==> src/fdw_pkg.sv <==
// Shared types and constants for the feature delta window block.
package fdw_pkg;

	localparam int CFG_ADDR_BITS = 4;
	localparam int CFG_DATA_BITS = 32;
	localparam int INDEX_BITS = 7;
	localparam int OUT_DEPTH = 4;
	localparam int OUT_PTR_BITS = $clog2(OUT_DEPTH);
	localparam int OUT_CNT_BITS = $clog2(OUT_DEPTH + 1);

	typedef enum logic [1:0] {
		REG_FRAME_WIDTH = 2'd0,
		REG_DELTA_WIDTH = 2'd1,
		REG_LEFT_REACH  = 2'd2,
		REG_RIGHT_REACH = 2'd3
	} reg_idx_t;

	localparam logic [7:0] FRAME_WIDTH_RESET = 8'd29;
	localparam logic [7:0] DELTA_WIDTH_RESET = 8'd29;
	localparam logic [2:0] LEFT_REACH_RESET  = 3'd2;
	localparam logic [2:0] RIGHT_REACH_RESET = 3'd2;

	typedef logic [INDEX_BITS-1:0] index_t;

	typedef struct packed {
		logic [7:0] frame_width;
		logic [7:0] delta_width;
		logic [2:0] left_reach;
		logic [2:0] right_reach;
	} cfg_t;

	typedef enum logic [1:0] {
		STEP_CENTER,
		STEP_NEAR,
		STEP_FAR_IN,
		STEP_FAR_OUT
	} read_step_t;

	typedef struct packed {
		logic       valid;
		read_step_t step;
	} tap_t;

	typedef struct packed {
		logic   produce;
		logic   delta_valid;
		logic   last_of_frame;
		index_t element_index;
	} meta_t;

endpackage

==> src/fdw_cfg_regs.sv <==
// APB configuration registers for frame width, delta width and context reach.
module fdw_cfg_regs (
	input  logic                                clk,
	input  logic                                arst_n,
	input  logic                                psel,
	input  logic                                penable,
	input  logic                                pwrite,
	input  logic [fdw_pkg::CFG_ADDR_BITS-1:0]   paddr,
	input  logic [fdw_pkg::CFG_DATA_BITS-1:0]   pwdata,
	output logic [fdw_pkg::CFG_DATA_BITS-1:0]   prdata,
	output logic                                pready,
	output fdw_pkg::cfg_t                       cfg
);

	fdw_pkg::reg_idx_t reg_idx;
	fdw_pkg::cfg_t     cfg_q;
	logic              wr;

	assign pready  = 1'b1;
	assign reg_idx = fdw_pkg::reg_idx_t'(paddr[fdw_pkg::CFG_ADDR_BITS-1:2]);
	assign wr      = psel && penable && pwrite && pready;
	assign cfg     = cfg_q;

	always_ff @(posedge clk or negedge arst_n) begin
		if (!arst_n) begin
			cfg_q.frame_width <= fdw_pkg::FRAME_WIDTH_RESET;
			cfg_q.delta_width <= fdw_pkg::DELTA_WIDTH_RESET;
			cfg_q.left_reach  <= fdw_pkg::LEFT_REACH_RESET;
			cfg_q.right_reach <= fdw_pkg::RIGHT_REACH_RESET;
		end else if (wr) begin
			unique case (reg_idx)
				fdw_pkg::REG_FRAME_WIDTH: cfg_q.frame_width <= pwdata[7:0];
				fdw_pkg::REG_DELTA_WIDTH: cfg_q.delta_width <= pwdata[7:0];
				fdw_pkg::REG_LEFT_REACH:  cfg_q.left_reach  <= pwdata[2:0];
				fdw_pkg::REG_RIGHT_REACH: cfg_q.right_reach <= pwdata[2:0];
			endcase
		end
	end

	always_comb begin
		unique case (reg_idx)
			fdw_pkg::REG_FRAME_WIDTH: prdata = fdw_pkg::CFG_DATA_BITS'(cfg_q.frame_width);
			fdw_pkg::REG_DELTA_WIDTH: prdata = fdw_pkg::CFG_DATA_BITS'(cfg_q.delta_width);
			fdw_pkg::REG_LEFT_REACH:  prdata = fdw_pkg::CFG_DATA_BITS'(cfg_q.left_reach);
			fdw_pkg::REG_RIGHT_REACH: prdata = fdw_pkg::CFG_DATA_BITS'(cfg_q.right_reach);
		endcase
	end

endmodule

==> config.mk <==
export PLATFORM = sky130hd
export DESIGN_NAME = fdw_cfg_regs
export DESIGN_NICKNAME = d
export VERILOG_FILES = /design/src/fdw_pkg.sv /design/src/fdw_cfg_regs.sv
export SDC_FILE = /design/constraint.sdc
export NUM_CORES = 1
export LEC_CHECK = 0
export BUFFER_PORTS_ARGS = -buffer_cell sky130_fd_sc_hd__buf_4
export CORE_MARGIN = 5
export CORE_UTILIZATION = 39
export DETAILED_ROUTE_END_ITERATION = 8
export HOLD_SLACK_MARGIN = 0.1
export PLACE_DENSITY = 0.8
export SYNTH_ARGS = -nofsm -noshare
export SYNTH_HDL_FRONTEND = slang
export SYNTH_SLANG_ARGS = --single-unit
==> constraint.sdc <==
create_clock -name clk -period 1.5 [get_ports clk]
set_clock_uncertainty 0.15 [all_clocks]
set_input_delay 0.3 -clock clk [delete_from_list [all_inputs] [get_ports clk]]
set_output_delay 0.3 -clock clk [all_outputs]
set_load 0.1 [all_outputs]
# After elaboration in Yosys (flattened, before gate mapping)
# Index checks and enable logic that the tools add are counted.
# W data, S select, Z words.
[totals]
register_bits = 22
latchBits = 0
mem_bits_rw = 0
rom_bits = 0
in_bits = 41
out_inout_bits = 55
word_cells = 15
n_memories = 0
[classes]
n_addsub = 0
mul = 0
n_div = 0
n_lt_le_gt_ge = 0
eq_ne = 3
shift = 0
n_mux = 1
n_bitwise = 0
reduce_logical = 7
[ops]
columns = ["cell", "count"]
rows = [
  ["$pmux W32 S4", 1],
  ["$reduce_and A2 Y1", 4],
  ["$eq A2 B2 Y1 const B", 2],
  ["$eq A2 B1 Y1 const B", 1],
  ["$logic_and A1 B1 Y1", 2],
  ["$logic_not A2 Y1", 1],
]

# Depth between registers and ports, before layout
[logic_depth]
depth_word = 3
mapped_depth = 3

# Worst setup path before layout
# Ideal clock, no wire load.
[synth_path]
path_type = "register to output"
startpoint = "register cfg_q (netlist bit cfg[11])"
endpoint = "output prdata[5] (netlist name)"
t_arrival_ps = 2364
path_slack_ps = -1314
stages_incl_launch_ff = 3
n_path_buf = 0
cell_sequence = "dfrtp_1 -> mux2i_1 -> nor2_1"
[synth_between]
elab_chain_cells = 1
[synth_lines]
columns = ["item", "line_no", "source"]
rows = [
  ["from (decl)", "fdw_cfg_regs.sv:16", "fdw_pkg::cfg_t cfg_q;"],
  ["$pmux W32 S4", "fdw_cfg_regs.sv:41", "unique case (reg_idx)"],
  ["to (decl)", "fdw_cfg_regs.sv:10", "output logic [fdw_pkg::CFG_DATA_BITS-1:0] prdata,"],
]
# No other way between the ends. The select of a mux whose other input is x is not followed.

# Final worst setup path
[layout_path]
startpoint = "register cfg_q (netlist bit cfg[14])"
endpoint = "output prdata[0] (netlist name)"
# The elaborated chain is that of the path after synthesis.

==> flow_summary.json <==
{
  "start_util": 0.401,
  "dieWidth_microns": 65.8,
  "hold_class": "primary input to asynchronous set/reset pin",
  "final_cell_area_sq_um": 2450,
  "start_kind": "register",
  "crit_chain": "mux4_2 > buf_12",
  "rows": 20,
  "antenna_found_initial": 0,
  "grt_pass1_vias": 1092,
  "fin_util": 0.811,
  "cp_max_fo": 2,
  "worstPathArrival_ns": 1.50,
  "dp_hpwl_mm": 2.30,
  "clock_power_share": 0.077,
  "top_usage_layer": "met2",
  "internal-power_uw": 2190,
  "cp_num_buf_inv": 1,
  "grt_start_max_net_pins": 23,
  "grt_pass1_wl_mm": 5.51,
  "r2r_cells": 4,
  "vias": 970,
  "area_growth_pct": 102,
  "p_seq_frac": 0.216,
  "synth_area_leaders": "dfrtp_1 25%, dfstp_2 22%, mux2_2 20%",
  "grt.total_usage": 0.172,
  "hold_viol": 0,
  "cts_tree": "built",
  "cts_max_level": 1,
  "clockRootBuffer": "clkbuf_4",
  "r2r_slack_ns": 0.20,
  "rsz0062_at_grt": "yes",
  "dpl-instance-area_sq_um": 1810,
  "p_switching_uw": 2380,
  "syn_area_per_cell_sq_um": 13.4,
  "final.period_utilization": 1.30,
  "core_sq_um": 3030,
  "crit_type": "register to output pin",
  "grt_util_met2": 0.314,
  "switching_share": 0.521,
  "detail_route.wl_per_cell_microns": 16.3,
  "cpPeakStageDelay_ns": 0.49,
  "pwr-share-comb": 0.708,
  "r2r_start": "cfg[6]",
  "power_per_cell_area_nw_per_um2": 1860,
  "outcome": "complete, but fails checks",
  "max_freq_mhz": 513,
  "wl_mm": 3.61,
  "syn_inst": 91,
  "setup_viol_count_final": 23,
  "cp_top_family": "flip-flops",
  "clock_sink_count": 22,
  "synth.top_cell.area_share": 0.247,
  "largest_register_ffs": 22,
  "layout_min_cycle_time_ns": 1.95,
  "ant_nets": 0,
  "ys_seq_area_frac": 0.463,
  "total_power_uw": 4570,
  "diodes": 0,
  "regToRegEndpoint": "cfg[6]",
  "path_clk_slew_ns": 0.13,
  "die-area_sq_um": 4330,
  "required_ns": 1.05,
  "gr-total-overflow": 0,
  "synth.distinct_cells": 15,
  "setup_ws_ns": -0.449,
  "fillCellCount": 153,
  "p_leak_uw": 0.00108,
  "max-vdd-ir-drop_mv": 1.18,
  "cp.depth": 2,
  "use_met1": 0.197,
  "dp_cells": 199,
  "post_drt_via_cell_ratio": 4.37,
  "synth_top_area_cell": "dfrtp_1",
  "yosysWarnings": 0,
  "dr.pass1.iters": 4,
  "ys_ff_latch": 22,
  "drt_iter0_drc": 13,
  "cts_buffers": 3,
  "endpoint_kind": "output pin",
  "drv_cap": 0,
  "boundaryPins": 96,
  "post_layout_nonfiller_instances": 222,
  "place_congestion": 0.688,
  "clk_latency_ns": 0.32,
  "drive_gt1_frac": 0.803,
  "drv_slew": 0,
  "holdWs_ns": 0.242,
  "die_h_microns": 65.8,
  "violations": "negative setup slack",
  "synth_area_sq_um": 1210,
  "drc": 0,
  "slowest_stage": "dfstp_4",
  "io_buffers": 44,
  "met3_usage": 0.0391,
  "max-clock-path-buffers": 2,
  "final_nets": 220
}
## routing by layer
layer	vias up	share of wire
met5	-	0
met4	0	0.014
met3	7	0.089
met2	50	0.52
met1	471	0.38
li1	442	-
## worst max-delay path by stage
stage / start / to
2_1_floorplan: cfg[6] / prdata[0]
4_1_cts: cfg[1] / prdata[1]
5_1_grt: cfg[6] / prdata[0]
3_5_place_dp: paddr[2] / prdata[0]
6_report: cfg[14] / prdata[0]
3_3_place_gp: paddr[2] / prdata[3]
## power by group through the flow
stage | clock network, uW | logic [uW] | registers (uW)
after floorplan | 0 | 928 | 2020
after global placement | 0 | 2460 | 949
after detailed placement | 0 | 2480 | 963
after CTS | 343 | 3100 | 966
after global routing | 394 | 3310 | 1010
final | 350 | 3230 | 986
## cells in the mapped netlist
| master | count |
|---|---|
| buf_4 | 25 |
| mux2_2 | 22 |
| dfrtp_1 | 12 |
| dfstp_2 | 10 |
| mux2i_1 | 5 |
| nor2_1 | 5 |
| mux4_2 | 3 |
| conb_1 | 2 |
| and3_4 | 1 |
| and3b_2 | 1 |
| buf_2 | 1 |
| buf_6 | 1 |
| nand3_1 | 1 |
| nand3b_2 | 1 |
| nor3b_4 | 1 |
## layout by cell type, fill, tap and decap left out, drive strengths merged, types with 3 or more instances in the layout
cell type,instances
conb,25
nor2,5
buf,78
mux4,3
clkbuf,4
mux2i,5
mux2,22
dlygate4sd3,9
dfstp,10
dfrtp,12
## metrics by stage
step / setup TNS, ns / setup WS, ns
2_1_floorplan: -2.52 / -0.367
3_3_place_gp: -1.84 / -0.162
3_5_place_dp: -2.11 / -0.167
4_1_cts: -4.26 / -0.437
5_1_grt: -5.87 / -0.495
6_report: -4.60 / -0.449
## cell type report
cell class | count | area, sq um | area share
repair buffers | 87 | 1100 | 0.450
multi-input cells | 65 | 634 | 0.258
flip-flops and latches | 22 | 626 | 0.255
well taps | 44 | 55.1 | 0.0224
clock buffers | 4 | 36.3 | 0.0148
## kinds of logic (layout without fill, tap and decap cells)
kind of cell,count (synthesis),count (layout),share of synthesized area
other cells,2,25,0.00618
buf+inv,27,91,0.168
simple gates,10,10,0.0618
mux,30,30,0.301
flops,22,22,0.463
## timing repair
item                       CTS  global route
pin swaps                    4             0
setup endpoints to repair   28            30
hold buffers                 9             0
setup buffers                7             3
gates cloned                 0             0
gates resized for setup     92            15
hold endpoints to repair    44             0
Power figures use the tool's default switching activity.
