### config.mk
export PLATFORM = sky130hd
export DESIGN_NAME = fdw_delta_flat
export DESIGN_NICKNAME = d
export VERILOG_FILES = /design/src/fdw_pkg.sv /design/src/fdw_out_if.sv /design/src/fdw_delta.sv /design/src/flat_wrapper.sv
export SDC_FILE = /design/constraint.sdc
export NUM_CORES = 1
export LEC_CHECK = 0
export ABC_CLOCK_PERIOD_IN_PS = 6920
export BUFFER_PORTS_ARGS = -buffer_cell sky130_fd_sc_hd__buf_4
export CAP_MARGIN = 20
export CORE_MARGIN = 2
export CORE_UTILIZATION = 60
export DETAILED_ROUTE_END_ITERATION = 8
export GPL_ROUTABILITY_DRIVEN = 0
export PLACE_DENSITY = 0.82
export SYNTH_ARGS = -nofsm -noshare
export SYNTH_HDL_FRONTEND = slang
export SYNTH_SLANG_ARGS = --single-unit
### constraint.sdc
create_clock -name clk -period 6.92 [get_ports clk]
set_clock_uncertainty 0.15 [all_clocks]
set_input_delay 0.346 -clock clk [delete_from_list [all_inputs] [get_ports clk]]
set_output_delay 0.346 -clock clk [all_outputs]
set_load 0.1 [all_outputs]
### src/fdw_pkg.sv
// Shared types and constants for the feature delta window block.
package fdw_pkg;

	localparam int CFG_ADDR_BITS = 4;
	localparam int CFG_DATA_BITS = 32;
	localparam int INDEX_BITS = 7;
	localparam int OUT_DEPTH = 4;
	localparam int OUT_PTR_BITS = $clog2(OUT_DEPTH);
	localparam int OUT_CNT_BITS = $clog2(OUT_DEPTH + 1);

	typedef enum logic [1:0] {
		REG_FRAME_WIDTH = 2'd0,
		REG_DELTA_WIDTH = 2'd1,
		REG_LEFT_REACH  = 2'd2,
		REG_RIGHT_REACH = 2'd3
	} reg_idx_t;

	localparam logic [7:0] FRAME_WIDTH_RESET = 8'd29;
	localparam logic [7:0] DELTA_WIDTH_RESET = 8'd29;
	localparam logic [2:0] LEFT_REACH_RESET  = 3'd2;
	localparam logic [2:0] RIGHT_REACH_RESET = 3'd2;

	typedef logic [INDEX_BITS-1:0] index_t;

	typedef struct packed {
		logic [7:0] frame_width;
		logic [7:0] delta_width;
		logic [2:0] left_reach;
		logic [2:0] right_reach;
	} cfg_t;

	typedef enum logic [1:0] {
		STEP_CENTER,
		STEP_NEAR,
		STEP_FAR_IN,
		STEP_FAR_OUT
	} read_step_t;

	typedef struct packed {
		logic       valid;
		read_step_t step;
	} tap_t;

	typedef struct packed {
		logic   produce;
		logic   delta_valid;
		logic   last_of_frame;
		index_t element_index;
	} meta_t;

endpackage

### src/fdw_out_if.sv
// Output stream interface carrying one center/delta result per transaction.
interface fdw_out_if #(
	parameter int SAMPLE_BITS = 16
) ();
	logic                             valid;
	logic                             ready;
	logic signed [SAMPLE_BITS-1:0]    center_value;
	logic signed [SAMPLE_BITS-1:0]    delta_value;
	logic                             delta_valid;
	logic [fdw_pkg::INDEX_BITS-1:0]   element_index;
	logic                             last_of_frame;

	modport source (
		output valid, output center_value, output delta_value, output delta_valid,
		output element_index, output last_of_frame, input ready
	);
	modport sink (
		input valid, input center_value, input delta_value, input delta_valid,
		input element_index, input last_of_frame, output ready
	);
endinterface

### src/fdw_delta.sv
// Delta arithmetic pipeline with divide-by-ten and the output result queue.
module fdw_delta #(
	parameter int SAMPLE_BITS = 16
) (
	input  logic                   clk,
	input  logic                   arst_n,
	input  fdw_pkg::tap_t          tap_s1,
	input  fdw_pkg::meta_t         meta_s1,
	input  logic [SAMPLE_BITS-1:0] x_s1,
	input  logic [SAMPLE_BITS-1:0] rd_data,
	fdw_out_if.source              result
);

	localparam int SB = SAMPLE_BITS;
	localparam int NB = SB + 2;
	localparam int NW = SB + 3;
	localparam int SHIFT = SB + 6;
	localparam int MW = SB + 3;
	localparam int H = (MW + 1) / 2;
	localparam int PLW = NB + H;
	localparam int PW = NB + MW;
	localparam int QB = PW - SHIFT;
	localparam int IB = fdw_pkg::INDEX_BITS;
	localparam int EB = 2 * SB + 2 + IB;
	localparam logic [63:0] RECIP = ((64'd1 << SHIFT) + 64'd9) / 64'd10;
	localparam logic [H-1:0] MLO = RECIP[H-1:0];
	localparam logic [MW-H-1:0] MHI = RECIP[MW-1:H];

	logic signed [SB-1:0] center_q, near_q, far_in_q;
	logic signed [SB-1:0] xa, dd;
	logic signed [NW-1:0] num, mag;
	logic [NB-1:0]        n_s1;
	logic                 fire_s1;

	logic                 v_s2, v_s3, v_s4;
	logic [NB-1:0]        n_s2, n_s3;
	logic                 neg_s2, neg_s3, neg_s4;
	logic [SB-1:0]        center_s2, center_s3, center_s4;
	fdw_pkg::meta_t       meta_s2, meta_s3, meta_s4;
	logic [PLW-1:0]       pl_s3;
	logic [PW-1:0]        prod_s4;

	logic [QB-1:0]        quot;
	logic [SB-1:0]        qext, dval;
	logic [EB-1:0]        entry_in, head;
	logic [EB-1:0]        fifo_q [fdw_pkg::OUT_DEPTH];
	logic [fdw_pkg::OUT_PTR_BITS-1:0] wr_ptr_q, rd_ptr_q;
	logic [fdw_pkg::OUT_CNT_BITS-1:0] count_q;
	logic                 push, pop;

	always_ff @(posedge clk) begin
		if (tap_s1.valid) begin
			unique case (tap_s1.step)
				fdw_pkg::STEP_CENTER:  center_q <= rd_data;
				fdw_pkg::STEP_NEAR:    near_q   <= rd_data;
				fdw_pkg::STEP_FAR_IN:  far_in_q <= rd_data;
				fdw_pkg::STEP_FAR_OUT: ;
			endcase
		end
	end

	always_comb begin
		xa      = $signed(x_s1);
		dd      = $signed(rd_data);
		num     = ((NW'(xa) - NW'(dd)) <<< 1) + (NW'(near_q) - NW'(far_in_q));
		mag     = num[NW-1] ? -num : num;
		n_s1    = mag[NB-1:0] + NB'(5);
		fire_s1 = tap_s1.valid && (tap_s1.step == fdw_pkg::STEP_FAR_OUT) && meta_s1.produce;
	end

	always_ff @(posedge clk or negedge arst_n) begin
		if (!arst_n) begin
			v_s2 <= 1'b0;
			v_s3 <= 1'b0;
			v_s4 <= 1'b0;
		end else begin
			v_s2 <= fire_s1;
			v_s3 <= v_s2;
			v_s4 <= v_s3;
		end
	end

	always_ff @(posedge clk) begin
		n_s2      <= n_s1;
		neg_s2    <= num[NW-1];
		center_s2 <= center_q;
		meta_s2   <= meta_s1;

		pl_s3     <= PLW'(n_s2) * PLW'(MLO);
		n_s3      <= n_s2;
		neg_s3    <= neg_s2;
		center_s3 <= center_s2;
		meta_s3   <= meta_s2;

		prod_s4   <= PW'(pl_s3) + ((PW'(n_s3) * PW'(MHI)) << H);
		neg_s4    <= neg_s3;
		center_s4 <= center_s3;
		meta_s4   <= meta_s3;
	end

	// The rounded quotient stays below half the sample range, so no saturation is needed.
	always_comb begin
		quot = prod_s4[PW-1:SHIFT];
		qext = {1'b0, quot};
		if (!meta_s4.delta_valid) begin
			dval = '0;
		end else if (neg_s4) begin
			dval = -qext;
		end else begin
			dval = qext;
		end
		entry_in = {center_s4, dval, meta_s4.delta_valid, meta_s4.element_index,
			meta_s4.last_of_frame};
	end

	assign push = v_s4;
	assign pop  = result.valid && result.ready;
	assign head = fifo_q[rd_ptr_q];

	assign result.valid         = (count_q != '0);
	assign result.center_value  = head[EB-1 -: SB];
	assign result.delta_value   = head[EB-SB-1 -: SB];
	assign result.delta_valid   = head[IB+1];
	assign result.element_index = head[IB:1];
	assign result.last_of_frame = head[0];

	always_ff @(posedge clk) begin
		if (push) begin
			fifo_q[wr_ptr_q] <= entry_in;
		end
	end

	always_ff @(posedge clk or negedge arst_n) begin
		if (!arst_n) begin
			wr_ptr_q <= '0;
			rd_ptr_q <= '0;
			count_q  <= '0;
		end else begin
			if (push) begin
				wr_ptr_q <= wr_ptr_q + fdw_pkg::OUT_PTR_BITS'(1);
			end
			if (pop) begin
				rd_ptr_q <= rd_ptr_q + fdw_pkg::OUT_PTR_BITS'(1);
			end
			unique case ({push, pop})
				2'b10:   count_q <= count_q + fdw_pkg::OUT_CNT_BITS'(1);
				2'b01:   count_q <= count_q - fdw_pkg::OUT_CNT_BITS'(1);
				default: count_q <= count_q;
			endcase
		end
	end

endmodule

### src/flat_wrapper.sv
// flat-port wrapper written by rule: the top's interface ports become plain ports
module fdw_delta_flat 
#(
	parameter int SAMPLE_BITS = 16
)
  (clk, arst_n, tap_s1, meta_s1, x_s1, rd_data, result_valid, result_center_value, result_delta_value, result_delta_valid, result_element_index, result_last_of_frame, result_ready);
  fdw_out_if #(.SAMPLE_BITS(SAMPLE_BITS)) result_i ();
  input  logic clk;
  input  logic arst_n;
  input  fdw_pkg::tap_t tap_s1;
  input  fdw_pkg::meta_t meta_s1;
  input  logic [SAMPLE_BITS-1:0] x_s1;
  input  logic [SAMPLE_BITS-1:0] rd_data;
  output wire logic [$bits(result_i.valid)-1:0] result_valid;
  output wire logic [$bits(result_i.center_value)-1:0] result_center_value;
  output wire logic [$bits(result_i.delta_value)-1:0] result_delta_value;
  output wire logic [$bits(result_i.delta_valid)-1:0] result_delta_valid;
  output wire logic [$bits(result_i.element_index)-1:0] result_element_index;
  output wire logic [$bits(result_i.last_of_frame)-1:0] result_last_of_frame;
  input wire logic [$bits(result_i.ready)-1:0] result_ready;
  assign result_valid = result_i.valid;
  assign result_center_value = result_i.center_value;
  assign result_delta_value = result_i.delta_value;
  assign result_delta_valid = result_i.delta_valid;
  assign result_element_index = result_i.element_index;
  assign result_last_of_frame = result_i.last_of_frame;
  assign result_i.ready = result_ready;
  fdw_delta #(.SAMPLE_BITS(SAMPLE_BITS)) u_core (.clk(clk), .arst_n(arst_n), .tap_s1(tap_s1), .meta_s1(meta_s1), .x_s1(x_s1), .rd_data(rd_data), .result(result_i));
endmodule
* Word-level counts from Yosys, hierarchy flattened
Memories as Yosys holds them, arrays and structs flattened.
Index checks and enable logic that the tools add are counted.
** Storage, ports and cells
- Flip-flop bits (word level) :: 237
- Logic and storage cells :: 62
- Memories kept :: 1
- Output and inout port bits :: 42
- Input port bits :: 48
- Memory bits (writable) :: 164
** Memory list
- u_core.fifo_q :: depth 4, bits a word 41, rd ports 1, clocked after Yosys merged registers in 0, wr ports 1, RTL line fdw_delta.sv:46 : logic [EB-1:0] fifo_q [fdw_pkg::OUT_DEPTH];
** Cells by class
- Reduce and logical (&&, ||, !) cells :: 9
- Multiply operators :: 2
- $add $sub $neg :: 11
- Equal/unequal tests :: 5
- Multiplexer cells :: 6
** Operator list (number)
- $add 28x37->37 :: 1
- $sub 16x16->17 :: 2
- $mux 16 :: 2
- $mul 18x10->28 const B :: 1
- $mul 18x9->27 const B :: 1
- $add 18x17->19 :: 1
- $add 18x3->18 const B :: 1
- $mux 18 :: 1
- $neg 18->18 :: 1
- $neg 15->16 :: 1
- $eq 2x2->1 const B :: 3
- $pmux 3 s2 :: 1
- $reduce_and 2->1 :: 3
- $add 2x1->2 const B :: 2
- $eq 2x1->1 const B :: 2
- $add 3x1->3 const B :: 1
- $logic_and 1x1->1 :: 3
- $reduce_bool 3->1 :: 1
- $sub 3x1->3 const B :: 1
- $logic_not 2->1 :: 1
- $mux 1 :: 2
- $reduce_bool 2->1 :: 1

* Depth between registers and ports, before layout
- Depth in word-level cells :: 5
- Depth in mapped cells :: 30
- Mapped depth without buffers :: 30

* Worst setup path before layout
No wires, ideal clock.
- Kind :: input -> register
- Start point :: in x_s1[0]
- End point :: reg u_core.n_s2[16]
- Buffers on the path :: 1
- Library setup time :: 72 ps
- Path slack :: 1007 ps
- Data arrival time :: 5690 ps
- Stages :: 29
- Required time :: 6698 ps
- Path through :: inv_1 > ha_1 > fa_1 > nor2b_1 > o21ai_0 > a21boi_0 > o21ai_0 > a21boi_0 > o21ai_0 > a21boi_0 > o21ai_0 > a21oi_1 > a41oi_1 > a31oi_1 > fa_1 > inv_1 > ha_1 > and3_1 > and3_1 > a22o_1 > nor2_1 > and3_1 > buf_2 > clkinv_4 > mux2i_1 > a21boi_0 > nand2_1 > nor4_1 > xnor2_1
** Between the ends
- Word-level cells in the longest chain between the ends :: 5
** RTL lines
- from (decl) :: RTL line flat_wrapper.sv:12 : input logic [SAMPLE_BITS-1:0] x_s1;
- $sub 16x16->17 (*) :: RTL line fdw_delta.sv:65 : num = ((NW'(xa) - NW'(dd)) <<< 1) + (NW'(near_q) - NW'(far_in_q));
- $add 18x17->19 (*) :: RTL line fdw_delta.sv:65
- $neg 18->18 :: RTL line fdw_delta.sv:66 : mag = num[NW-1] ? -num : num;
- $mux 18 (*) :: RTL line fdw_delta.sv:66
- $add 18x3->18 (*) :: RTL line fdw_delta.sv:67 : n_s1 = mag[NB-1:0] + NB'(5);
- via u_core.n_s1[16] :: RTL line fdw_delta.sv:32 : logic [NB-1:0] n_s1;
- to (signal assigned) :: RTL line fdw_delta.sv:84 : n_s2 <= n_s1;
- to (decl) :: RTL line fdw_delta.sv:36 : logic [NB-1:0] n_s2, n_s3;
Mark *: on every way through the listed nets, which the timed path passes. The rest lies on a longest branch.
A chain may end at the register's enable or synchronous reset.

* Worst setup path in the final report
- Start point :: in rd_data[2]
- End point :: reg u_core.n_s2[5]
** Between the ends
- Word-level cells in the longest chain between the ends :: 5
** RTL lines
- from (decl) :: RTL line flat_wrapper.sv:13 : input logic [SAMPLE_BITS-1:0] rd_data;
- $sub 16x16->17 (*) :: RTL line fdw_delta.sv:65
- $add 18x17->19 (*) :: RTL line fdw_delta.sv:65
- $neg 18->18 :: RTL line fdw_delta.sv:66
- $mux 18 (*) :: RTL line fdw_delta.sv:66
- $add 18x3->18 (*) :: RTL line fdw_delta.sv:67
- via u_core.n_s1[5] :: RTL line fdw_delta.sv:32
Marked as above.

==> impl_results.md <==
* Synth unique cells at 79
* Slew margin rel. at 27.8%
* Most frequent cells after synthesis: inv_1 (222), ha_1 (218), edfxtp_1 (212), dfxtp_1 (147), fa_1 (116)
* Area Overhead vs Synth at 13.6%
* Dpl hpwl at 30.0 mm
* RSZ-0062 raised after global routing: yes
* Final hold vios at 0
* Initial DRC Count at 739
* Die H at 188 um
* Status: finished clean
* Simple-Gate Fraction of Synth Area at 6.25%
* Share of layout cells above drive strength 1 at 13.1%
* Post-Syn Area per Cell at 12.8 sq um
* Drt total wl at 42.7 mm
* CP peak stage delay at 0.52 ns
* Worst r2r dst: u_core.pl_s3[25]
* Crit path kind: primary input to flip-flop
* DRC at 0
* Vias in the first global route at 13400
* CTS buffer count at 36
* Total of max-cap violations at 0
* Core area at 33500 sq um
* Post-Route Utilization at 69.0%
* CTS clock-pin slew for the worst setup and hold paths at 0.06 ns
* Final worst path period share at 96.3%
* Routed wl met2 at 22.0 mm
* Worst r2r src: u_core.n_s2[9]
* Async set-or-reset flop fraction in the synthesized netlist at 2.71%
* Die W at 188 um
* WL/cell at 19.3 um
* CP Capture Type: flip-flop
* Drt via density at 5.66
* Maximum root-to-sink buffer count at 3
* Leading area contributor after synthesis: edfxtp_1
* FF-to-FF setup slack at 0.58 ns
* Worst reg2reg path depth at 18
* Critical path required time at 7.22 ns
* H-Tree Depth at 2
* Syn Inst Count at 1590
* Initial antenna violation count at 1
* Clk Latency, worst-skew pair at 0.53 ns
* Top sig layer: met5
* Ys flop type: edfxtp_1
* Synth top area cells: edfxtp_1 (31%), dfxtp_1 (14%), ha_1 (13%)
* Ant. Diodes at 0
* DIE AREA at 35500 sq um
* Most common cell in the netlist: inv_1
* CP startpoint kind: primary input
* Post-synth net total at 1972
* Initial Util at 60.8%
* Met3 WL at 2.09 mm
* Global-route usage over all layers at 24.4%
* Pre-antenna DRT Iters at 5
* Post-synth EDFFs at 212
* Post-synthesis xor/xnor area fraction at 4.99%
* CP max stage cell: dlygate4sd3_1
* Clock sink count at 369
* Final slew viol count at 0
* Post-synthesis mux area share at 4.68%
* Final #Nets at 2121
* Adder-Cell Fraction of Synth Area at 24.8%
* Grt ovf at 0
* Global-route wire length before repair at 67.9 mm
* Ys Warns at 0
* Slew @ Worst Pin at 1.08 ns
* Clock Tree Root: clkbuf_16
* Boundary Pins at 90
* Max Fclk at 0.150 GHz
* Routed length on met1 at 17.1 mm
* Largest family of logic cells by synthesized area: adder cells
* Vias at 12500
* Synthesized flop and latch total at 369
* Placement row count at 67
* CTS tree: done
* Post-Syn Area at 20400 sq um
* Post-synth top area share at 31.2%
* CP Max Fanout at 6
* Largest net degree at the start of global routing at 43
* Setup Viol. Count Final at 0
* Sequential area share after synthesis at 46.9%
* Most used cell along the critical path: o21ai_0
* Port-buffer cells at 89
* Arr. time, crit path at 6.97 ns
* Routed Antenna Nets at 0
* Min-delay worst type: primary input to async pin
* Complex-gate fraction of the synthesized area at 7.88%
* Tmin final at 6.66 ns
==> cells by family (layout without fill, tap and decap cells) <==
| kind of cell | after synthesis | after routing |
|---|---|---|
| flip-flops | 369 | 369 |
| adder cells (fa/ha/maj) | 334 | 334 |
| AND/OR/NAND/NOR | 253 | 253 |
| buffers and inverters | 243 | 420 |
| AO/OA/AOI/OAI | 234 | 234 |
| XOR/XNOR | 113 | 113 |
| multiplexers | 44 | 44 |
==> per-layer routing <==
layer,vias up,track usage [%]
met5,-,0
li1,5871,-
met3,107,3.48
met4,2,8.77
met1,6170,29.5
met2,386,44.6
==> stage by stage <==
| stage | setup slack [ns] | setup TNS, ns | cell area [sq um] | hold WS, ns | std cells |
|---|---|---|---|---|---|
| floorplan | 1.01 | 0 | 20400 | -0.0996 | 1590 |
| global placement | 0.378 | 0 | 21600 | 0.0308 | 2114 |
| detailed placement | 0.0563 | 0 | 21600 | 0.0344 | 2115 |
| CTS | 0.0107 | 0 | 23000 | 0.0177 | 2210 |
| global route | -0.184 | -0.951 | 23200 | 0.0532 | 2215 |
| finish | 0.256 | 0 | 23200 | 0.0535 | 2215 |
==> final cells by class <==
class | instances | area [sq um]
Clock inverter | 15 | 149
Clock buffer | 51 | 988
Inverter | 223 | 842
Tap cell | 448 | 561
Sequential cell | 369 | 9560
Multi-Input combinational cell | 978 | 9940
Fill cell | 2263 | 10400
Timing Repair Buffer | 131 | 1110
==> worst max-delay path: cells and delay by family <==
family	cells	cell delay, ns
AOI/OAI and AO/OA	14	3.28
and+or+nand+nor	5	1.15
xor gates and xnor gates	2	0.40
buffers and inverters	3	0.67
adders and majority gates	3	1.13
==> registers in the layout, indices dropped and copies added (netlist names), 18 cells and up <==
| register | count |
|---|---|
| u_core.n_s2 | 18 |
| u_core.n_s3 | 18 |
| u_core.fifo_q | 164 |
| u_core.pl_s3 | 18 |
==> worst max-delay path by stage <==
stage / from / endpoint / cells after the start
floorplan: x_s1[0] / u_core.n_s2[16] / 29
global placement: x_s1[0] / u_core.n_s2[16] / 30
detailed placement: rd_data[0] / u_core.n_s2[16] / 29
CTS: rd_data[0] / u_core.n_s2[16] / 30
global route: rd_data[0] / u_core.n_s2[11] / 30
finish: rd_data[2] / u_core.n_s2[5] / 27
==> cells in the final DEF (no fill, tap or decap), drive strengths merged, types with 6 or more instances in the layout <==
cell type    instances
inv                227
ha                 218
edfxtp             212
dfxtp              147
fa                 116
buf                102
xnor2               73
nor2                65
a21oi               64
nand2               53
clkbuf              51
o21ai               50
mux4                41
xor2                38
dlygate4sd3         29
and2                23
nand3               20
nor3                19
a21o                19
o21a                18
nor2b               15
nand2b              13
and3                12
o31ai               11
dfrtp               10
a31oi                9
o21bai               8
clkinv               8
or3                  7
a21boi               7
or2                  6
==> repair_timing <==
action | 4_1_cts | 5_1_grt
endpoints found under the setup margin | 0 | 15
hold endpoints to repair | 68 | 0
resized for setup | 0 | 13
hold buffers | 29 | 0
setup buffers | 0 | 2
Power is left out: the tool's default activity adds up to more than one toggle a clock period on the data nets, which glitch-free logic cannot reach.
